==> src/rtl/core/ils_pkg.sv <==
// ----------------------------------------------------------------------------
// ils_pkg: shared definitions for the inverse Legendre search
// Widths of the operands and the wide search values, and the sequencer states.
// ----------------------------------------------------------------------------
package ils_pkg;

  // Width of the prime and exponent operands.
  localparam int OPERAND_BITS = 32;
  // Width of trial values, bounds and counts (holds prime times exponent).
  localparam int WIDE_BITS    = 2 * OPERAND_BITS;
  // Width of the divider's step counter.
  localparam int STEP_BITS    = $clog2(WIDE_BITS);

  typedef enum logic [2:0] {
    S_IDLE,
    S_MUL,
    S_CHECK,
    S_EVAL,
    S_DIV
  } ils_state_t;

endpackage

==> src/rtl/core/inverse_legendre_search.sv <==
// ----------------------------------------------------------------------------
// inverse_legendre_search: least n whose factorial holds a prime power
// Bisects on n and counts factors with Legendre's formula on a shared divider.
// ----------------------------------------------------------------------------
// An item (prime p, exponent e) is taken when start is high and busy is low.
// The block answers with the smallest n for which p^e divides n!, shown on
// out_least_n for exactly one cycle with out_valid high; the receiver cannot
// stall, so the result must be captured in that cycle. A prime below two is
// answered with zero in the cycle after it is taken, without going busy. Otherwise
// the block bisects between p and p*e, and for each trial value it forms the
// Legendre count by dividing repeatedly by p on one restoring divider that
// yields one quotient bit per cycle. The number of bisection steps plus the
// final check is at most about WIDE_BITS, and a trial value needs at most one
// division more than log_p of that value, fewer when the count reaches e early.
// With p = 2 and the largest exponent, both numbers are about 34; larger primes
// need far fewer divisions per trial.
module inverse_legendre_search (
  input  logic                             clk,
  input  logic                             rst_n,
  input  logic                             start,
  output logic                             busy,
  input  logic [ils_pkg::OPERAND_BITS-1:0] in_prime,
  input  logic [ils_pkg::OPERAND_BITS-1:0] in_exponent,
  output logic                             out_valid,
  output logic [ils_pkg::WIDE_BITS-1:0]    out_least_n
);

  localparam int OB = ils_pkg::OPERAND_BITS;
  localparam int WB = ils_pkg::WIDE_BITS;

  ils_pkg::ils_state_t state_r, state_nxt;

  // Operands of the item in work.
  logic [OB-1:0] p_r, p_nxt;
  logic [OB-1:0] e_r, e_nxt;
  // Bisection bounds, the trial value, the running quotient and the count.
  logic [WB-1:0] low_r, low_nxt;
  logic [WB-1:0] high_r, high_nxt;
  logic [WB-1:0] n_r, n_nxt;
  logic [WB-1:0] q_r, q_nxt;
  logic [WB-1:0] sum_r, sum_nxt;
  // High while the count belongs to the final check of the low bound.
  logic          final_r, final_nxt;
  logic          out_valid_r, out_valid_nxt;
  logic [WB-1:0] least_n_r, least_n_nxt;

  logic          div_start;
  logic          div_busy;
  logic          div_done;
  logic [WB-1:0] div_quot;

  logic [WB-1:0] prod;
  logic [WB:0]   low_plus2;
  logic [WB:0]   mid_sum;
  logic          keep_going;
  logic          qualifies;

  ils_div u_div (
    .clk      (clk),
    .rst_n    (rst_n),
    .start    (div_start),
    .dividend (q_r),
    .divisor  (p_r),
    .busy     (div_busy),
    .done     (div_done),
    .quotient (div_quot)
  );

  // The upper bound is prime times exponent; a single 32 by 32 product.
  assign prod = WB'(p_r) * WB'(e_r);

  // The search goes on while the bounds are at least two apart.
  assign low_plus2  = {1'b0, low_r} + (WB + 1)'(2);
  assign keep_going = {1'b0, high_r} >= low_plus2;
  assign mid_sum    = {1'b0, low_r} + {1'b0, high_r};

  // The count only grows, so it can stop as soon as it reaches the exponent.
  assign qualifies = sum_r >= {{(WB - OB){1'b0}}, e_r};

  always_comb begin
    state_nxt     = state_r;
    p_nxt         = p_r;
    e_nxt         = e_r;
    low_nxt       = low_r;
    high_nxt      = high_r;
    n_nxt         = n_r;
    q_nxt         = q_r;
    sum_nxt       = sum_r;
    final_nxt     = final_r;
    out_valid_nxt = 1'b0;
    least_n_nxt   = least_n_r;
    div_start     = 1'b0;

    unique case (state_r)
      ils_pkg::S_IDLE: begin
        if (start) begin
          if (in_prime < OB'(2)) begin
            // A base of zero or one has no meaning; the answer is zero.
            out_valid_nxt = 1'b1;
            least_n_nxt   = '0;
          end else begin
            p_nxt     = in_prime;
            e_nxt     = in_exponent;
            state_nxt = ils_pkg::S_MUL;
          end
        end
      end

      ils_pkg::S_MUL: begin
        low_nxt   = {{(WB - OB){1'b0}}, p_r};
        high_nxt  = prod;
        state_nxt = ils_pkg::S_CHECK;
      end

      ils_pkg::S_CHECK: begin
        sum_nxt   = '0;
        state_nxt = ils_pkg::S_EVAL;
        if (keep_going) begin
          // Midpoint of the bounds; the sum carries one extra bit.
          n_nxt     = mid_sum[WB:1];
          q_nxt     = mid_sum[WB:1];
          final_nxt = 1'b0;
        end else begin
          n_nxt     = low_r;
          q_nxt     = low_r;
          final_nxt = 1'b1;
        end
      end

      ils_pkg::S_EVAL: begin
        if (qualifies || q_r == '0) begin
          if (final_r) begin
            out_valid_nxt = 1'b1;
            least_n_nxt   = qualifies ? low_r : high_r;
            state_nxt     = ils_pkg::S_IDLE;
          end else begin
            if (qualifies) begin
              high_nxt = n_r;
            end else begin
              low_nxt = n_r;
            end
            state_nxt = ils_pkg::S_CHECK;
          end
        end else begin
          // Next term of the formula: the previous quotient divided by p.
          div_start = 1'b1;
          state_nxt = ils_pkg::S_DIV;
        end
      end

      ils_pkg::S_DIV: begin
        if (div_done) begin
          q_nxt     = div_quot;
          sum_nxt   = sum_r + div_quot;
          state_nxt = ils_pkg::S_EVAL;
        end
      end

      default: begin
        state_nxt = ils_pkg::S_IDLE;
      end
    endcase
  end

  always_ff @(posedge clk) begin
    if (!rst_n) begin
      state_r     <= ils_pkg::S_IDLE;
      out_valid_r <= 1'b0;
    end else begin
      state_r     <= state_nxt;
      out_valid_r <= out_valid_nxt;
    end
    p_r       <= p_nxt;
    e_r       <= e_nxt;
    low_r     <= low_nxt;
    high_r    <= high_nxt;
    n_r       <= n_nxt;
    q_r       <= q_nxt;
    sum_r     <= sum_nxt;
    final_r   <= final_nxt;
    least_n_r <= least_n_nxt;
  end

  assign busy        = (state_r != ils_pkg::S_IDLE);
  assign out_valid   = out_valid_r;
  assign out_least_n = least_n_r;

  a_div_start_free: assert property (@(posedge clk) disable iff (!rst_n)
    div_start |-> !div_busy)
    else $error("division started while the divider is busy");

  a_count_bounded: assert property (@(posedge clk) disable iff (!rst_n)
    (state_r == ils_pkg::S_EVAL) |-> sum_r <= n_r)
    else $error("Legendre count exceeds the trial value");

  a_result_idle: assert property (@(posedge clk) disable iff (!rst_n)
    out_valid_r |-> state_r == ils_pkg::S_IDLE)
    else $error("result shown while an item is still in work");

endmodule

==> src/rtl/core/ils_div.sv <==
// ----------------------------------------------------------------------------
// ils_div: shared restoring divider
// Divides a wide dividend by an operand-width divisor, one quotient bit a cycle.
// ----------------------------------------------------------------------------
module ils_div (
  input  logic                             clk,
  input  logic                             rst_n,
  input  logic                             start,
  input  logic [ils_pkg::WIDE_BITS-1:0]    dividend,
  input  logic [ils_pkg::OPERAND_BITS-1:0] divisor,
  output logic                             busy,
  output logic                             done,
  output logic [ils_pkg::WIDE_BITS-1:0]    quotient
);

  localparam int OB = ils_pkg::OPERAND_BITS;
  localparam int WB = ils_pkg::WIDE_BITS;
  localparam int SB = ils_pkg::STEP_BITS;

  logic          busy_r, busy_nxt;
  logic          done_r, done_nxt;
  logic [SB-1:0] cnt_r, cnt_nxt;
  logic [WB-1:0] acc_r, acc_nxt;
  logic [OB-1:0] rem_r, rem_nxt;
  logic [OB-1:0] div_r, div_nxt;

  logic [OB:0]   rem_sh;
  logic [OB:0]   rem_diff;
  logic          fits;

  // The dividend shifts out at the top while quotient bits shift in below.
  assign rem_sh   = {rem_r, acc_r[WB-1]};
  assign rem_diff = rem_sh - {1'b0, div_r};
  assign fits     = rem_sh >= {1'b0, div_r};

  always_comb begin
    busy_nxt = busy_r;
    done_nxt = 1'b0;
    cnt_nxt  = cnt_r;
    acc_nxt  = acc_r;
    rem_nxt  = rem_r;
    div_nxt  = div_r;
    if (start && !busy_r) begin
      busy_nxt = 1'b1;
      cnt_nxt  = SB'(WB - 1);
      acc_nxt  = dividend;
      rem_nxt  = '0;
      div_nxt  = divisor;
    end else if (busy_r) begin
      acc_nxt = {acc_r[WB-2:0], fits};
      rem_nxt = fits ? rem_diff[OB-1:0] : rem_sh[OB-1:0];
      cnt_nxt = cnt_r - 1'b1;
      if (cnt_r == '0) begin
        busy_nxt = 1'b0;
        done_nxt = 1'b1;
      end
    end
  end

  always_ff @(posedge clk) begin
    if (!rst_n) begin
      busy_r <= 1'b0;
      done_r <= 1'b0;
    end else begin
      busy_r <= busy_nxt;
      done_r <= done_nxt;
    end
    cnt_r <= cnt_nxt;
    acc_r <= acc_nxt;
    rem_r <= rem_nxt;
    div_r <= div_nxt;
  end

  assign busy     = busy_r;
  assign done     = done_r;
  assign quotient = acc_r;

  a_done_not_busy: assert property (@(posedge clk) disable iff (!rst_n)
    done_r |-> !busy_r)
    else $error("divider reports done while still busy");

  a_last_step_done: assert property (@(posedge clk) disable iff (!rst_n)
    (busy_r && cnt_r == '0) |=> done_r)
    else $error("divider finished its last step without done");

  a_rem_below_div: assert property (@(posedge clk) disable iff (!rst_n)
    (busy_r && div_r != '0) |-> rem_r < div_r)
    else $error("partial remainder reached the divisor");

endmodule
==> config.mk <==
export PLATFORM = sky130hd
export DESIGN_NAME = inverse_legendre_search
export DESIGN_NICKNAME = d
export VERILOG_FILES = /design/src/rtl/core/ils_pkg.sv /design/src/rtl/core/inverse_legendre_search.sv /design/src/rtl/core/ils_div.sv
export SDC_FILE = /design/constraint.sdc
export NUM_CORES = 2
export LEC_CHECK = 0
export ABC_AREA = 1
export BUFFER_PORTS_ARGS = -buffer_cell sky130_fd_sc_hd__buf_2
export CORE_ASPECT_RATIO = 1.25
export CORE_MARGIN = 2
export CORE_UTILIZATION = 50
export DETAILED_ROUTE_END_ITERATION = 8
export PLACE_DENSITY_LB_ADDON = 0.25
export SYNTH_ARGS = -nofsm -noshare
export SYNTH_HDL_FRONTEND = slang
export SYNTH_SLANG_ARGS = --single-unit
==> constraint.sdc <==
create_clock -name clk -period 10.2 [get_ports clk]
set_clock_uncertainty 0.2 [all_clocks]
set_input_delay 0.51 -clock clk [delete_from_list [all_inputs] [get_ports clk]]
set_output_delay 0.51 -clock clk [all_outputs]
set_load 0.1 [all_outputs]
==> flow_summary.yaml <==
clocking:
  cts_root_buf: "clkbuf_16"
  tritoncts: "yes"
  clk_latency_ns: 0.71
  cts.path.max_buffers: 3
  cts_setup_buffers: 0
  cts_sinks: 589
  cts_max_level: 3
  clk_pin_slew_ns: 0.06
  numCtsBuffers: 69
timing:
  hold-worst-slack_ns: 0.283
  rsz0062_at_grt: "false"
  relSlewSlack_pct: 2.10
  tns_ns: 0
  worstMarginPinSlew_ns: 1.47
  fin_crit_sh_pct: 89.1
  finalHoldViolCount: 0
  final_period_minus_worst_setup_slack_ns: 9.09
  postLayoutSetupSlackWorst_ns: 1.11
  slew_violations: 0
  setup_violations: 0
  fmaxAchievable_mhz: 110
grt:
  antenna_found_initial: 11
  grt-ovfl-total: 0
  grt_max_degree: 127
  grt_use_total_pct: 36.8
  grt_pass1_vias: 67413
  grt_pass1_wl_um: 416000
route:
  ant_nets: 0
  wirelength_um: 278000
  routedWlPerCell_um: 23.2
  avgViaCountPerCell: 5.48
  drtPass1Iterations: 6
  vias: 65613
  drc_errors: 0
  drtIter0Drc: 5791
synthesis:
  yosysMostFrequentCell: "nand2_1"
  synth-edff-count: 545
  synth.largest_area_cell: "fa_1"
  synth_common_cells: "nand2_1, inv_1, fa_1, nor2_1, edfxtp_1"
  synthFlopType: "edfxtp_1"
  async_reset_ff_share_pct: 0
  syn-cell-area_um2: 75000
  synth.top_cell.area_share_pct: 24.0
  mappedNetlistNets: 11391
  ys_seq_area_share_pct: 23.0
  syn_area_per_cell_um2: 7.57
  ys_warn_count: 0
  synth_cell_types: 47
  synth_top_cells_by_area: "fa_1, edfxtp_1, nand2_1"
  synth_seq_cells: 589
  syn_inst: 9905
setup_path:
  r2r-start: "p_r[27]"
  worstPathArrival_ns: 9.29
  reg2reg_depth: 22
  crit_type: "flip-flop to flip-flop"
  cp_data_required_time_ns: 10.40
  cp-end-kind: "flip-flop"
  path_max_fanout: 16
  r2r_end: "high_r[47]"
  rrSetupSlack_ns: 1.11
  startpoint_type: "flip-flop"
die:
  chipHeight_um: 437
  rows: 158
  coreArea_um2: 149000
  floorplan.initialDensity_pct: 50.4
  dieArea_um2: 153000
  ioPinCount: 133
  die_w_um: 350
status:
  outcome: "complete, no violations"
placed_design:
  hpwlAfterDp_um: 227000
  dp_slack_ns: 1.28
  placed_area_um2: 77700
  io_buffer_count: 132
  gp_congestion: 1.01
run:
  cap_violations: 0
worst_hold_path:
  min_to: "u_div.rem_r[29]"
  min-delay-start: "u_div.rem_r[29]"
  hold_path_class: "flip-flop to flip-flop"
  holdPathStages: 2
finish:
  layout.nets: 11409
  area_growth_pct: 7.51
  drive_gt1_share_pct: 4.08
  fin_area_um2: 80600
[worst max-delay path, stage by stage (launching register included)]
cell and delay, ns:
edfxtp_1 1.33, nand2_1 0.20, fa_1 0.59, fa_1 0.53
fa_1 0.48, fa_1 0.54, inv_1 0.05, fa_1 0.59
fa_1 0.45, fa_1 0.55, inv_1 0.07, fa_1 0.48
inv_1 0.04, ha_1 0.38, a21oi_1 0.37, nor2_1 0.07
nor2_1 0.17, a21boi_0 0.66, nor2_1 0.10, nor2_1 0.16
nand3_1 0.11, xnor2_1 0.50, o21bai_1 0.15
[through the flow]
stage / utilization, % / std cells
after CTS: 54.2 / 11980
final: 54.2 / 11984
after detailed placement: 52.2 / 11786
after global placement: 52.2 / 11786
after floorplan: - / 9905
after global routing: 54.2 / 11982
[worst max path at each step]
stage                     startpoint          to  slack, ns  cells past startpoint
after floorplan              p_r[10]  high_r[36]       3.10                     32
after global placement       p_r[27]  high_r[47]       1.29                     22
after detailed placement      p_r[9]  high_r[61]       1.28                     29
after CTS                    e_r[11]  high_r[47]       1.25                     23
after global routing          p_r[9]  high_r[28]       0.87                     27
final                        p_r[27]  high_r[47]       1.11                     22
[kinds of logic (layout without fill, tap and decap cells)]
group | after synthesis | count (layout) | synth area share (%)
other | 0 | 4 | 0
buffers and inverters | 2778 | 2853 | 14.1
AOI/OAI and AO/OA | 1056 | 1056 | 7.44
and+or+nand+nor | 3932 | 3932 | 21.2
adders and majority gates | 1419 | 1419 | 32.7
xor gates and xnor gates | 131 | 131 | 1.53
DFF | 589 | 589 | 23.0
[routing by layer]
metal	wire length, µm	vias to the layer above	part of all wire, %	GRT usage (%)
met1	107000	31874	38	45.6
met3	20400	763	7.3	5.26
met2	131000	2831	47	61.3
li1	-	30133	-	-
met5	82	-	0.030	0
met4	19300	12	6.9	21.3
[cell type report]
| class | instances | area [µm²] |
|---|---|---|
| antenna | 4 | 10.0 |
| fill | 14417 | 68100 |
| tap | 2000 | 2500 |
| sequential | 589 | 17200 |
| multi-input combinational | 6538 | 47200 |
| inverter | 2401 | 9020 |
| clock buffer | 84 | 1840 |
| clock inverter | 44 | 412 |
| timing repair buffer | 324 | 2330 |
[cell usage in the layout, fill, tap and decap left out, drive strengths merged, types with 5 or more instances in the layout]
cell type / count
nand3b: 31
buf: 258
nor3: 88
o21ai: 455
dfxtp: 44
a31oi: 22
dlygate4sd3: 66
inv: 2410
a21oi: 473
clkinvlp: 5
xnor2: 22
clkinv: 27
a21boi: 6
edfxtp: 545
a21o: 21
fa: 899
o211ai: 5
nor4: 29
clkbuf: 84
and2: 13
and3: 5
xor2: 109
nand4: 142
nand3: 287
ha: 520
o21bai: 43
nand2: 2711
nor2: 622
o21a: 24
[registers in the layout (all words and copies together), names as in the netlist, 64 cells and up]
signal and flops:
low_r 64, u_div.quotient 64, high_r 64, q_r 64, n_r 64, sum_r 64
out_least_n 64
[repair_timing]
| item | in CTS | in global routing |
|---|---|---|
| gates resized for setup | 0 | 0 |
| hold endpoints to repair | 70 | 0 |
| hold buffers | 66 | 0 |
Power is not shown: default switching activity piles up to over one toggle a cycle in this logic, so the estimate is an artifact.
